$ cat src/rtl/epsf_pkg.sv
`timescale 1ns / 1ps
`default_nettype none
// ----------------------------------------------------------------------------
// epsf_pkg
// Types, codes and pixel maps shared by the e-paper stream formatter.
// ----------------------------------------------------------------------------
package epsf_pkg;

    typedef enum logic [2:0] {
        KIND_SINGLE = 3'd0,
        KIND_PAIR   = 3'd1,
        KIND_LINE   = 3'd2,
        KIND_EXPAND = 3'd3,
        KIND_NIB    = 3'd4
    } kind_t;

    // One queued request: what the back end has to emit.
    typedef struct packed {
        kind_t       kind;
        logic [3:0]  first_step;
        logic [15:0] word;
    } job_t;

    localparam logic       REG_PIXEL_MODE = 1'b0;
    localparam logic       REG_INVERT     = 1'b1;

    localparam logic [2:0] MODE_PASS   = 3'd0;
    localparam logic [2:0] MODE_COMPL  = 3'd1;
    localparam logic [2:0] MODE_GRAY   = 3'd2;
    localparam logic [2:0] MODE_LINE   = 3'd3;
    localparam logic [2:0] MODE_EXPAND = 3'd4;
    localparam logic [2:0] MODE_NIB    = 3'd5;

    localparam logic [3:0] STEP_WINDOW = 4'd0;
    localparam logic [3:0] STEP_HEADER = 4'd8;
    localparam logic [3:0] STEP_DATA   = 4'd14;

    localparam logic [7:0] CMD_WIN_X     = 8'h44;
    localparam logic [7:0] CMD_WIN_Y     = 8'h45;
    localparam logic [7:0] CMD_CNT_X     = 8'h4E;
    localparam logic [7:0] CMD_CNT_Y     = 8'h4F;
    localparam logic [7:0] CMD_WRITE_RAM = 8'h24;
    localparam logic [7:0] WIN_X_END     = 8'd15;
    localparam logic [7:0] WIN_Y_END     = 8'd249;
    localparam logic [7:0] ROW_LIMIT     = 8'd250;
    localparam logic [3:0] COL_LAST      = 4'd15;
    localparam logic [7:0] EXP_HI        = 8'h30;
    localparam logic [7:0] EXP_LO        = 8'h03;

    function automatic logic [1:0] gray_map(input logic [1:0] p);
        logic [1:0] r;
        case (p)
            2'd0:    r = 2'd0;
            2'd1:    r = 2'd3;
            default: r = 2'd2;
        endcase
        return r;
    endfunction

    function automatic logic [3:0] nib_map(input logic [1:0] p);
        logic [3:0] r;
        case (p)
            2'd1:    r = 4'd3;
            2'd3:    r = 4'd4;
            default: r = {2'b00, p};
        endcase
        return r;
    endfunction

    function automatic logic [3:0] last_step(input kind_t k);
        logic [3:0] r;
        case (k)
            KIND_PAIR:   r = 4'd1;
            KIND_NIB:    r = 4'd1;
            KIND_EXPAND: r = 4'd3;
            KIND_LINE:   r = STEP_DATA;
            default:     r = 4'd0;
        endcase
        return r;
    endfunction

endpackage
`default_nettype wire

$ cat src/rtl/epsf_front.sv
`timescale 1ns / 1ps
`default_nettype none
// ----------------------------------------------------------------------------
// epsf_front
// Accepts image bytes, tracks pairing and line state, queues emit requests.
// ----------------------------------------------------------------------------
module epsf_front
    import epsf_pkg::*;
(
    input  wire logic       clk,
    input  wire logic       rst_n,
    input  wire logic [2:0] pixel_mode,
    input  wire logic       invert_bits,
    input  wire logic       in_valid,
    output logic            in_ready,
    input  wire logic [7:0] pixel_byte,
    input  wire logic       frame_start,
    input  wire logic       push_ready,
    output logic            push_valid,
    output job_t            push_job
);

    logic [3:0]  col_reg, col_next, col_eff;
    logic [7:0]  row_reg, row_next, row_eff, row_inc;
    logic        exh_reg, exh_next, exh_eff;
    logic        pend_reg, pend_next, pend_eff;
    logic [7:0]  held_reg, held_next;
    logic        accept;
    logic [7:0]  pass_byte;
    logic [15:0] pair_word;
    logic [15:0] gray_word;

    assign in_ready = push_ready;
    assign accept   = in_valid && in_ready;

    assign col_eff  = frame_start ? 4'd0 : col_reg;
    assign row_eff  = frame_start ? 8'd0 : row_reg;
    assign exh_eff  = frame_start ? 1'b0 : exh_reg;
    assign pend_eff = frame_start ? 1'b0 : pend_reg;
    assign row_inc  = row_eff + 8'd1;

    assign pass_byte = invert_bits ? ~pixel_byte : pixel_byte;
    assign pair_word = {pixel_byte, held_reg};

    always_comb
    begin
        for (int i = 0; i < 8; i++)
        begin
            gray_word[15 - 2 * i -: 2] = gray_map(pair_word[2 * i +: 2]);
        end
    end

    always_comb
    begin
        col_next            = col_reg;
        row_next            = row_reg;
        exh_next            = exh_reg;
        pend_next           = pend_reg;
        held_next           = held_reg;
        push_valid          = 1'b0;
        push_job.kind       = KIND_SINGLE;
        push_job.first_step = 4'd0;
        push_job.word       = {8'd0, pixel_byte};
        if (accept)
        begin
            col_next  = col_eff;
            row_next  = row_eff;
            exh_next  = exh_eff;
            pend_next = pend_eff;
            case (pixel_mode)
                MODE_PASS:
                begin
                    push_valid    = 1'b1;
                    push_job.word = {8'd0, pass_byte};
                end
                MODE_COMPL:
                begin
                    push_valid    = 1'b1;
                    push_job.word = {8'd0, ~pass_byte};
                end
                MODE_GRAY:
                begin
                    if (!pend_eff)
                    begin
                        held_next = pixel_byte;
                        pend_next = 1'b1;
                    end
                    else
                    begin
                        pend_next     = 1'b0;
                        push_valid    = 1'b1;
                        push_job.kind = KIND_PAIR;
                        push_job.word = gray_word;
                    end
                end
                MODE_LINE:
                begin
                    push_job.kind = KIND_LINE;
                    push_job.word = {row_eff, pixel_byte};
                    if (frame_start)
                    begin
                        push_job.first_step = STEP_WINDOW;
                    end
                    else if (col_eff == 4'd0)
                    begin
                        push_job.first_step = STEP_HEADER;
                    end
                    else
                    begin
                        push_job.first_step = STEP_DATA;
                    end
                    if (!exh_eff)
                    begin
                        push_valid = 1'b1;
                        if (col_eff == COL_LAST)
                        begin
                            col_next = 4'd0;
                            row_next = row_inc;
                            if (row_inc > ROW_LIMIT)
                            begin
                                exh_next = 1'b1;
                            end
                        end
                        else
                        begin
                            col_next = col_eff + 4'd1;
                        end
                    end
                end
                MODE_EXPAND:
                begin
                    push_valid    = 1'b1;
                    push_job.kind = KIND_EXPAND;
                end
                MODE_NIB:
                begin
                    push_valid    = 1'b1;
                    push_job.kind = KIND_NIB;
                    push_job.word = {nib_map(pixel_byte[1:0]), nib_map(pixel_byte[3:2]),
                                     nib_map(pixel_byte[5:4]), nib_map(pixel_byte[7:6])};
                end
                default:
                begin
                    push_valid = 1'b0;
                end
            endcase
        end
    end

    always_ff @(posedge clk or negedge rst_n)
    begin
        if (!rst_n)
        begin
            col_reg  <= 4'd0;
            row_reg  <= 8'd0;
            exh_reg  <= 1'b0;
            pend_reg <= 1'b0;
        end
        else
        begin
            col_reg  <= col_next;
            row_reg  <= row_next;
            exh_reg  <= exh_next;
            pend_reg <= pend_next;
        end
    end

    always_ff @(posedge clk)
    begin
        held_reg <= held_next;
    end

endmodule
`default_nettype wire

$ cat src/rtl/epsf_queue.sv
`timescale 1ns / 1ps
`default_nettype none
// ----------------------------------------------------------------------------
// epsf_queue
// Small request queue between front and back ends.
// ----------------------------------------------------------------------------
module epsf_queue
    import epsf_pkg::*;
#(
    parameter int DEPTH = 2
)
(
    input  wire logic clk,
    input  wire logic rst_n,
    input  wire logic push_valid,
    input  job_t      push_job,
    output logic      push_ready,
    output logic      head_valid,
    output job_t      head_job,
    input  wire logic pop
);

    localparam int PW = (DEPTH > 1) ? $clog2(DEPTH) : 1;
    localparam int CW = $clog2(DEPTH + 1);
    localparam logic [PW-1:0] PTR_LAST = PW'(DEPTH - 1);
    localparam logic [CW-1:0] CNT_FULL = CW'(DEPTH);

    job_t          mem [DEPTH];
    logic [PW-1:0] wr_ptr_reg, wr_ptr_next;
    logic [PW-1:0] rd_ptr_reg, rd_ptr_next;
    logic [CW-1:0] count_reg, count_next;
    logic          do_push, do_pop;

    assign push_ready = (count_reg != CNT_FULL);
    assign head_valid = (count_reg != '0);
    assign head_job   = mem[rd_ptr_reg];
    assign do_push    = push_valid && push_ready;
    assign do_pop     = pop && head_valid;

    always_comb
    begin
        wr_ptr_next = wr_ptr_reg;
        rd_ptr_next = rd_ptr_reg;
        count_next  = count_reg;
        if (do_push)
        begin
            wr_ptr_next = (wr_ptr_reg == PTR_LAST) ? '0 : wr_ptr_reg + PW'(1);
        end
        if (do_pop)
        begin
            rd_ptr_next = (rd_ptr_reg == PTR_LAST) ? '0 : rd_ptr_reg + PW'(1);
        end
        if (do_push && !do_pop)
        begin
            count_next = count_reg + CW'(1);
        end
        else if (do_pop && !do_push)
        begin
            count_next = count_reg - CW'(1);
        end
    end

    always_ff @(posedge clk or negedge rst_n)
    begin
        if (!rst_n)
        begin
            wr_ptr_reg <= '0;
            rd_ptr_reg <= '0;
            count_reg  <= '0;
        end
        else
        begin
            wr_ptr_reg <= wr_ptr_next;
            rd_ptr_reg <= rd_ptr_next;
            count_reg  <= count_next;
        end
    end

    always_ff @(posedge clk)
    begin
        if (do_push)
        begin
            mem[wr_ptr_reg] <= push_job;
        end
    end

endmodule
`default_nettype wire

$ cat src/rtl/epsf_back.sv
`timescale 1ns / 1ps
`default_nettype none
// ----------------------------------------------------------------------------
// epsf_back
// Walks each request into the output register at one byte per unstalled cycle.
// ----------------------------------------------------------------------------
module epsf_back
    import epsf_pkg::*;
(
    input  wire logic  clk,
    input  wire logic  rst_n,
    input  wire logic  head_valid,
    input  job_t       head_job,
    output logic       pop,
    output logic       out_valid,
    input  wire logic  out_ready,
    output logic       is_data,
    output logic [7:0] panel_byte,
    output logic       run_last
);

    logic       out_valid_reg;
    logic       is_data_reg;
    logic [7:0] byte_reg;
    logic       last_reg;
    logic       started_reg, started_next;
    logic [3:0] step_reg, step_next;
    logic [3:0] step;
    logic       last;
    logic       load;
    logic       cur_data;
    logic [7:0] cur_byte;
    logic [1:0] pr;

    assign step = started_reg ? step_reg : head_job.first_step;
    assign last = (step == last_step(head_job.kind));
    assign load = head_valid && (!out_valid_reg || out_ready);
    assign pop  = load && last;

    always_comb
    begin
        case (step[1:0])
            2'd0:    pr = head_job.word[7:6];
            2'd1:    pr = head_job.word[5:4];
            2'd2:    pr = head_job.word[3:2];
            default: pr = head_job.word[1:0];
        endcase
    end

    always_comb
    begin
        cur_data = 1'b1;
        cur_byte = head_job.word[7:0];
        case (head_job.kind)
            KIND_PAIR, KIND_NIB:
            begin
                cur_byte = step[0] ? head_job.word[7:0] : head_job.word[15:8];
            end
            KIND_EXPAND:
            begin
                cur_byte = (pr[1] ? EXP_HI : 8'd0) | (pr[0] ? EXP_LO : 8'd0);
            end
            KIND_LINE:
            begin
                case (step)
                    4'd0:
                    begin
                        cur_data = 1'b0;
                        cur_byte = CMD_WIN_X;
                    end
                    4'd2:    cur_byte = WIN_X_END;
                    4'd3:
                    begin
                        cur_data = 1'b0;
                        cur_byte = CMD_WIN_Y;
                    end
                    4'd6:    cur_byte = WIN_Y_END;
                    4'd8:
                    begin
                        cur_data = 1'b0;
                        cur_byte = CMD_CNT_X;
                    end
                    4'd10:
                    begin
                        cur_data = 1'b0;
                        cur_byte = CMD_CNT_Y;
                    end
                    4'd11:   cur_byte = head_job.word[15:8];
                    4'd13:
                    begin
                        cur_data = 1'b0;
                        cur_byte = CMD_WRITE_RAM;
                    end
                    STEP_DATA: cur_byte = head_job.word[7:0];
                    default: cur_byte = 8'd0;
                endcase
            end
            default:
            begin
                cur_byte = head_job.word[7:0];
            end
        endcase
    end

    always_comb
    begin
        started_next = started_reg;
        step_next    = step_reg;
        if (load)
        begin
            started_next = !last;
            step_next    = step + 4'd1;
        end
    end

    always_ff @(posedge clk or negedge rst_n)
    begin
        if (!rst_n)
        begin
            out_valid_reg <= 1'b0;
            started_reg   <= 1'b0;
            step_reg      <= 4'd0;
        end
        else
        begin
            started_reg <= started_next;
            step_reg    <= step_next;
            if (load)
            begin
                out_valid_reg <= 1'b1;
            end
            else if (out_ready)
            begin
                out_valid_reg <= 1'b0;
            end
        end
    end

    always_ff @(posedge clk)
    begin
        if (load)
        begin
            is_data_reg <= cur_data;
            byte_reg    <= cur_byte;
            last_reg    <= last;
        end
    end

    assign out_valid  = out_valid_reg;
    assign is_data    = is_data_reg;
    assign panel_byte = byte_reg;
    assign run_last   = last_reg;

endmodule
`default_nettype wire

$ cat src/rtl/epaper_pixel_stream_formatter.sv
`timescale 1ns / 1ps
`default_nettype none
// ----------------------------------------------------------------------------
// epaper_pixel_stream_formatter
// Turns a stream of packed image bytes into tagged panel command/data bytes.
// ----------------------------------------------------------------------------
// Panel bytes leave at one per cycle while out_ready is high. An input byte
// causes 1 panel byte in pass and complement modes, 2 per pair in gray mode
// and 2 in two-bit mode, 4 in one-bit expand mode, 1, 7 or 15 in
// line-addressed mode (data only, line header, frame window plus header). The
// output byte sequencer walks each request through those bytes. A request
// queue of QUEUE_DEPTH entries lets the input side run ahead of the output.
// Write pixel_mode and invert_bits only while idle; the block does not check.
module epaper_pixel_stream_formatter
    import epsf_pkg::*;
#(
    parameter int QUEUE_DEPTH = 2
)
(
    input  wire logic       clk,
    input  wire logic       rst_n,
    input  wire logic       cfg_we,
    input  wire logic       cfg_index,
    input  wire logic [2:0] cfg_data,
    input  wire logic       in_valid,
    output logic            in_ready,
    input  wire logic [7:0] pixel_byte,
    input  wire logic       frame_start,
    output logic            out_valid,
    input  wire logic       out_ready,
    output logic            is_data,
    output logic [7:0]      panel_byte,
    output logic            run_last
);

    logic [2:0] mode_reg;
    logic       invert_reg;
    logic       push_valid;
    logic       push_ready;
    job_t       push_job;
    logic       head_valid;
    job_t       head_job;
    logic       pop;

    always_ff @(posedge clk or negedge rst_n)
    begin
        if (!rst_n)
        begin
            mode_reg   <= MODE_PASS;
            invert_reg <= 1'b0;
        end
        else if (cfg_we)
        begin
            case (cfg_index)
                REG_PIXEL_MODE: mode_reg   <= cfg_data;
                REG_INVERT:     invert_reg <= cfg_data[0];
                default:        mode_reg   <= mode_reg;
            endcase
        end
    end

    epsf_front u_front (
        .clk         (clk),
        .rst_n       (rst_n),
        .pixel_mode  (mode_reg),
        .invert_bits (invert_reg),
        .in_valid    (in_valid),
        .in_ready    (in_ready),
        .pixel_byte  (pixel_byte),
        .frame_start (frame_start),
        .push_ready  (push_ready),
        .push_valid  (push_valid),
        .push_job    (push_job)
    );

    epsf_queue #(
        .DEPTH (QUEUE_DEPTH)
    ) u_queue (
        .clk        (clk),
        .rst_n      (rst_n),
        .push_valid (push_valid),
        .push_job   (push_job),
        .push_ready (push_ready),
        .head_valid (head_valid),
        .head_job   (head_job),
        .pop        (pop)
    );

    epsf_back u_back (
        .clk        (clk),
        .rst_n      (rst_n),
        .head_valid (head_valid),
        .head_job   (head_job),
        .pop        (pop),
        .out_valid  (out_valid),
        .out_ready  (out_ready),
        .is_data    (is_data),
        .panel_byte (panel_byte),
        .run_last   (run_last)
    );

endmodule
`default_nettype wire

$ cat config.mk
export PLATFORM = sky130hd
export DESIGN_NAME = epaper_pixel_stream_formatter
export DESIGN_NICKNAME = d
export VERILOG_FILES = /design/src/rtl/epsf_pkg.sv /design/src/rtl/epsf_front.sv /design/src/rtl/epsf_queue.sv /design/src/rtl/epsf_back.sv /design/src/rtl/epaper_pixel_stream_formatter.sv
export SDC_FILE = /design/constraint.sdc
export NUM_CORES = 1
export LEC_CHECK = 0
export ABC_CLOCK_PERIOD_IN_PS = 7300
export CAP_MARGIN = 20
export CORE_ASPECT_RATIO = 0.9
export CORE_MARGIN = 8
export CORE_UTILIZATION = 40
export CTS_CLUSTER_SIZE = 24
export DETAILED_ROUTE_END_ITERATION = 12
export DONT_BUFFER_PORTS = 1
export HOLD_SLACK_MARGIN = 0.15
export PLACE_DENSITY = 0.54
export RECOVER_POWER = 100
export SLEW_MARGIN = 30
export SYNTH_ARGS = -nofsm -noshare
export SYNTH_HDL_FRONTEND = slang
export SYNTH_SLANG_ARGS = --single-unit
export TNS_END_PERCENT = 30
$ cat constraint.sdc
create_clock -name clk -period 7.3 [get_ports clk]
set_input_delay 0.365 -clock clk [delete_from_list [all_inputs] [get_ports clk]]
set_output_delay 0.365 -clock clk [all_outputs]
set_load 0.02 [all_outputs]
==> metrics, run 1 <==
level count of the clock H-tree 3; Synth Net Count approximately 540; flip-flop count of the largest register, all copies and words added 42; final max-slew violation count 29; global-route usage over all layers 0.150; worst hold margin 0.173 ns; Least-Margin Pin Slew between 1.5 and 2 ns; routed wire length about 12000 µm; async set-or-reset flop fraction in the synthesized netlist 0.318; power per standard cell area 359 mW/mm²; Core ar. 0.0126 mm²; synthesized instance count 499; critical setup path kind reg -> reg; vertical extent of the die ~120 µm; compound-cell area share of the yosys netlist 0.176; total power ~2.0 mW; largest fanout on the critical path 22; Fin Clk Skew 0.00659 ns; number of failing hold endpoints at the final stage 0; pin count of the biggest net entering global routing 29; Relative slew margins -0.0927; count leader, synth sky130_fd_sc_hd__edfxtp_1; Top Ports 30; standard-cell row count 39; Final Cycle Share 0.471; GRT Residual Overflow 0; top cells by area in the synthesized netlist sky130_fd_sc_hd__edfxtp_1, sky130_fd_sc_hd__dfrtp_1, sky130_fd_sc_hd__ha_1; clock buffer count from CTS 9; violations in the final reports capacitance limit, slew limit; Clock transition at path regs 0.07 ns; Max Clk Rate 291 MHz; top flip-flop cell by instance count after synthesis sky130_fd_sc_hd__edfxtp_1; post-layout instance area 0.00561 mm²; yosys synthesis warning count 0; Die Span X ~140 µm; number of DRC markers after the initial detailed-route iteration 362; number of max-cap violations 1; per-cell via count in the routed design 5.67; synthesized-area fraction occupied by xor and xnor cells 0.0257; Commonest cells post-synth sky130_fd_sc_hd__edfxtp_1, sky130_fd_sc_hd__nand2_1, sky130_fd_sc_hd__o21ai_0, sky130_fd_sc_hd__nor2_1, sky130_fd_sc_hd__dfrtp_1; Max VDD drop 0.147 mV; RSZ-0062 raised after global routing no; arrival time at the worst endpoint 3.71 ns; result of the run complete, but fails checks; half-perimeter wire length of the detailed placement result 8700 µm; routability congestion estimate from global placement 0.863; Layout fillers 1179; number of storage elements in the synthesis netlist between 80 and 90; Yosys top cell area share 0.353; buffers from clock root to sink, at most 2; number of sinks handled by clock tree synthesis just under 90; antenna violations before repair 0; largest reg by FF count u_queue.mem; first-pass GRT wire length 19700 µm; proportion of synthesized chip area in sequential cells 0.490; hold buffer count at cts 12; Synth Area per Inst a little over 10 µm²; via count of the routed design 3802; setup_tns 0 ns; detailed-route wire length per cell 18.0 µm; total placed instance area ~0.0052 mm²; count of unresolved DRC violations after routing 0; standby leakage power 2.08 nW; fraction of layout cells with a size suffix above 1 0.0672; capturing element type of the critical path flop; combinational family with the most area after synthesis compound AO/OA/AOI/OAI gates; antenna cells 0; CTS tree done; vias in the first global route 3700; library cell with the largest summed area after synthesis sky130_fd_sc_hd__edfxtp_1; number of gates resized after CTS 0; adder and majority gate portion of the synthesized area 0.0636; overall die area 0.0167 mm²; worst hold-check path type in -> reg; number of enable-type register cells in the synthesized netlist 60; endpoints failing setup 0; multiplexer share of the synthesized area 0.0556; category of the worst setup path launch point flop; number of nets with antenna violations after routing 0; area fraction in and, or, nand and nor cells after synthesis 0.153; Clock Root Buffer sky130_fd_sc_hd__clkbuf_16; minimum clock period between 3 and 4 ns; clock latency on the worst-skew pair 0.34 ns; Reg area 0.00250 mm²; required time at the endpoint of the critical path 7.57 ns; netlist area before placement 0.00511 mm²; count of distinct cell types in the synthesized netlist 62; router iterations before antenna repair 6; Final Net Count 545; post-CTS setup buffer count 0; effective utilization at floorplan 0.406; growth of design area from synthesis to finish 9.77%; count of input and output buffers 0; multi-input logic area 0.00240 mm²
[layout make-up]
| cell class | count | share of cell area |
|---|---|---|
| Sequential cell | 88 | 0.446 |
| Multi-Input combinational cell | 366 | 0.428 |
| Clock inverter | 7 | 0.0127 |
| Timing Repair Buffer | 15 | 0.0230 |
| Inverter | 21 | 0.0140 |
| Clock buffer | 9 | 0.0401 |
| Tap cell | 164 | 0.0366 |
[power breakdown]
group / total (mW) / internal, mW / switching (mW) / leakage [nW]
registers: 0.772 / 0.673 / 0.0987 / 0.918
logic: 0.784 / 0.278 / 0.506 / 1.03
clock network: 0.460 / 0.265 / 0.195 / 0.139
total: 2.02 / 1.22 / 0.799 / 2.08
[logic make-up after synthesis]
family,count (synthesis)
AND/OR/NAND/NOR,162
flip-flops,88
buffers and inverters,45
multiplexers,26
adder cells (fa/ha/maj),26
AO/OA/AOI/OAI,137
XOR/XNOR,15
[critical path: stages (launching register included)]
cell,delay [ns]
sky130_fd_sc_hd__dfrtp_1,0.39
sky130_fd_sc_hd__clkbuf_1,0.95
sky130_fd_sc_hd__mux2_1,0.51
sky130_fd_sc_hd__or3_1,0.35
sky130_fd_sc_hd__a211oi_1,0.28
sky130_fd_sc_hd__o211ai_1,0.21
sky130_fd_sc_hd__ha_1,0.28
sky130_fd_sc_hd__xor2_1,0.13
sky130_fd_sc_hd__nor2_1,0.12
sky130_fd_sc_hd__xor2_1,0.15
[metrics by stage]
stage | util | worst slack (ns) | instances
after floorplan | - | 4.68 | 499
after global placement | 0.416 | 4.47 | 642
after detailed placement | 0.416 | 4.36 | 642
after CTS | 0.450 | 4.33 | 670
after global routing | 0.446 | 3.54 | 670
final | 0.446 | 3.86 | 670
[layout by cell type, fill, tap and decap left out, types with 4 or more instances in the layout]
| cell type | n |
|---|---|
| sky130_fd_sc_hd__dfrtp_1 | 28 |
| sky130_fd_sc_hd__nor3_1 | 6 |
| sky130_fd_sc_hd__xnor2_1 | 13 |
| sky130_fd_sc_hd__a22oi_1 | 6 |
| sky130_fd_sc_hd__nor2b_1 | 12 |
| sky130_fd_sc_hd__o22ai_1 | 4 |
| sky130_fd_sc_hd__a21oi_1 | 27 |
| sky130_fd_sc_hd__clkbuf_16 | 9 |
| sky130_fd_sc_hd__inv_1 | 21 |
| sky130_fd_sc_hd__a21o_1 | 4 |
| sky130_fd_sc_hd__mux2i_1 | 10 |
| sky130_fd_sc_hd__nand2b_1 | 6 |
| sky130_fd_sc_hd__a221oi_1 | 4 |
| sky130_fd_sc_hd__nand3_1 | 16 |
| sky130_fd_sc_hd__nand2_1 | 55 |
| sky130_fd_sc_hd__o211ai_1 | 6 |
| sky130_fd_sc_hd__nor2_1 | 38 |
| sky130_fd_sc_hd__mux2_2 | 14 |
| sky130_fd_sc_hd__a222oi_1 | 4 |
| sky130_fd_sc_hd__dlygate4sd3_1 | 11 |
| sky130_fd_sc_hd__o21ai_0 | 49 |
| sky130_fd_sc_hd__o21a_1 | 6 |
| sky130_fd_sc_hd__or3_1 | 5 |
| sky130_fd_sc_hd__ha_1 | 26 |
| sky130_fd_sc_hd__edfxtp_1 | 60 |
| sky130_fd_sc_hd__and3_1 | 4 |
[metal layers]
metal  share of wire  global-route usage  up-vias  routed length (µm)
met2            0.46               0.236      115                5610
met1            0.47               0.195     1833                5640
met5               0                   0        -                   0
li1                -                   -     1835                   -
met4           0.011              0.0471        0                 133
met3           0.056              0.0459       19                 677
[path summary, 6_finish.rpt]
path	startpoint	to	slack (ns)	depth (start not counted)
max	u_queue.rd_ptr_reg$_DFFE_PN0P_	u_queue.count_reg[1]$_DFFE_PN0P_	3.86	9
min	frame_start	u_front.row_reg[4]$_DFFE_PN0P_	0.17	2
max reg2reg	u_queue.rd_ptr_reg$_DFFE_PN0P_	u_queue.count_reg[1]$_DFFE_PN0P_	3.86	9
min reg2reg	u_front.pend_reg$_DFFE_PN0P_	u_front.pend_reg$_DFFE_PN0P_	0.47	2
max in group asynchronous	rst_n	u_back.step_reg[0]$_DFFE_PN0P_	5.37	2
min in group asynchronous	rst_n	u_front.row_reg[4]$_DFFE_PN0P_	0.97	2
No activity file was read; power rests on OpenSTA's default activity.
==> inputs of run 2 (changes only) <==
Settings changed: ABC_CLOCK_PERIOD_IN_PS 7300 to 3500.
Clock period 7.3 ns to 3.5 ns, I/O delays scaled along.
==> metrics, run 2 (same netlist as run 1, synthesis figures left out) <==
result of the run complete, but fails checks; violations in the final reports capacitance limit, slew limit; Core ar. 0.0126 mm² (unchanged); detailed-route wire length per cell 17.8 µm (-1.3%); vias in the first global route 3766 (+1.8%); slowest cell on the critical path sky130_fd_sc_hd__or4_1; total power 4.41 mW (+120%); global-route usage over all layers 0.153 (+0.00289); power per standard cell area 761 mW/mm² (+110%); critical setup path kind reg -> reg; GRT Residual Overflow 0 (unchanged); Max Clk Rate 340 MHz (+17%); global-route met1 utilization 0.199 (+0.00456); CTS tree done; number of max-cap violations 1 (unchanged); buffers from clock root to sink, at most 2 (unchanged); standby leakage power 2.18 nW (+4.5%); flip-flop count of the largest register, all copies and words added 42 (unchanged); switching pwr 1.63 mW (+100%); number of gates resized after CTS 0 (unchanged); per-cell via count in the routed design 5.66 (-0.20%); number of sinks handled by clock tree synthesis 88 (unchanged); fraction of layout cells with a size suffix above 1 0.0732 (+0.00602); Placed Cells incl. Taps 645 (+0.47%); number of nets with antenna violations after routing 0 (unchanged); final max-slew violation count 29 (unchanged); antenna violations before repair 0 (unchanged); grt met2 use 0.240 (+0.00402); routability congestion estimate from global placement 0.866 (+0.34%); Clock Root Buffer sky130_fd_sc_hd__clkbuf_16; pin count of the biggest net entering global routing 29 (unchanged); biggest cell delay along the critical path 0.56 ns (-0.39 ns); post-layout instance area 0.00580 mm² (+3.4%); routed wire length 12100 µm (+0.60%); cells along the critical path nand2_1 > buf_4 > inv_1 > ha_1 > or4_1 > o211ai_1 > a221o_1 > o311ai_0; vertical extent of the die 123 µm (unchanged); busiest layer in global routing met2; most common cell after layout, fill and taps aside sky130_fd_sc_hd__edfxtp_1; half-perimeter wire length of the detailed placement result 8580 µm (-1.4%); switching power as a share of total power 0.370 (-0.0266); setup_tns 0 ns (unchanged); number of failing hold endpoints at the final stage 0 (unchanged); Fin Clk Skew 0.00625 ns (-0.000341 ns); Relative slew margins -0.0412 (+0.0515); arrival time at the worst endpoint 3.00 ns (-0.71 ns); Top Ports 30 (unchanged); standard-cell row count 39 (unchanged); antenna cells 0 (unchanged); sequential cell fraction of total power 0.364 (-0.019); Final Cycle Share 0.840 (+0.369); fin cells 683 (+1.9%); effective utilization at floorplan 0.406 (unchanged); minimum clock period 2.94 ns (-0.499 ns); capturing element type of the critical path flop; overall die area 0.0167 mm² (unchanged); count of unresolved DRC violations after routing 0 (unchanged); router iterations before antenna repair 5 (-1); clock buffer count from CTS 9 (unchanged); RSZ-0062 raised after global routing no; largest fanout on the critical path 14 (-36%); part of the power in combinational logic 0.375 (-0.014); Final Net Count 558 (+2.4%); level count of the clock H-tree 3 (unchanged); Die Span X 135 µm (unchanged); category of the worst setup path launch point flop; required time at the endpoint of the critical path 3.55 ns (-4.02 ns); Internal Power 2.78 mW (+130%); growth of design area from synthesis to finish 13.5%; clock latency on the worst-skew pair 0.34 ns (about the same); Max VDD drop 0.302 mV (+110%); worst hold margin 0.191 ns (+0.0177 ns); total placed instance area 0.00526 mm² (+0.41%); count of input and output buffers 0 (unchanged); worst hold-check path type in -> reg; endpoints failing setup 0 (unchanged); most frequent cells in the layout sky130_fd_sc_hd__edfxtp_1, sky130_fd_sc_hd__nand2_1, sky130_fd_sc_hd__o21ai_0, sky130_fd_sc_hd__nor2_1, sky130_fd_sc_hd__dfrtp_1; number of DRC markers after the initial detailed-route iteration 323 (-11%); met3 track utilization from global routing 0.0398 (-0.00609); first-pass GRT wire length 19900 µm (+1.2%); power share of the clock group 0.261 (+0.033); Clock transition at path regs 0.06 ns (about the same); Least-Margin Pin Slew 1.56 ns (-0.0772 ns); largest reg by FF count u_queue.mem; via count of the routed design 3868 (+1.7%)
-- run 2: area by class of cell --
class                      instances  area (µm²)
multi-input combinational        366        2400
tap                              164         205
timing repair buffer              28         250
sequential                        88        2500
fill                            1163        6790
clock buffer                      11         233
inverter                          21        78.8
clock inverter                     5         129
-- run 2: what timing repair did --
| item | 4_1_cts | 5_1_grt |
|---|---|---|
| setup buffers | 0 | 0 |
| endpoints found under the setup margin | 0 | 0 |
| hold endpoints to repair | 68 | 0 |
| hold buffers | 22 | 0 |
-- run 2: worst max-delay path: cells and delay by family, from the launching register on --
kind                     cells  cell delay [ns]
AND/OR/NAND/NOR              2             0.70
AO/OA/AOI/OAI                3             0.59
flip-flops                   1             0.54
adder cells (fa/ha/maj)      1             0.43
buffers and inverters        2             0.39
-- run 2: worst paths after layout --
path	start	endpoint	slack, ns	cells past startpoint
max in group asynchronous	rst_n	u_front.row_reg[7]$_DFFE_PN0P_	1.84	2
setup / recovery	u_back.started_reg$_DFFE_PN0P_	u_back.panel_byte[3]$_DFFE_PP_	0.56	8
hold reg to reg	u_front.pend_reg$_DFFE_PN0P_	u_front.pend_reg$_DFFE_PN0P_	0.47	2
setup reg to reg	u_back.started_reg$_DFFE_PN0P_	u_back.panel_byte[3]$_DFFE_PP_	0.56	8
min in group asynchronous	rst_n	u_front.row_reg[2]$_DFFE_PN0P_	0.75	2
hold / removal	pixel_byte[6]	u_queue.mem[1][6]$_DFFE_PP_	0.19	2
-- run 2: power by group through the flow --
| stage | Sequential (mW) | Clock, mW | Combinational (mW) |
|---|---|---|---|
| finish | 1.61 | 1.15 | 1.65 |
| global route | 1.64 | 1.22 | 1.85 |
| CTS | 1.61 | 1.19 | 1.68 |
| detailed placement | 1.63 | 0 | 1.64 |
| global placement | 1.63 | 0 | 1.64 |
| floorplan | 1.58 | 0 | 1.30 |
-- run 2: metal layers --
metal,vias to the layer above,part of all wire
li1,1865,-
met5,-,0
met4,0,0.016
met1,1866,0.47
met2,119,0.46
met3,18,0.054
-- run 2: through the flow --
step	util	worst slack, ns
after CTS	0.464	0.630
after detailed placement	0.417	0.682
after floorplan	-	0.879
after global routing	0.461	0.281
final	0.461	0.559
after global placement	0.417	0.772
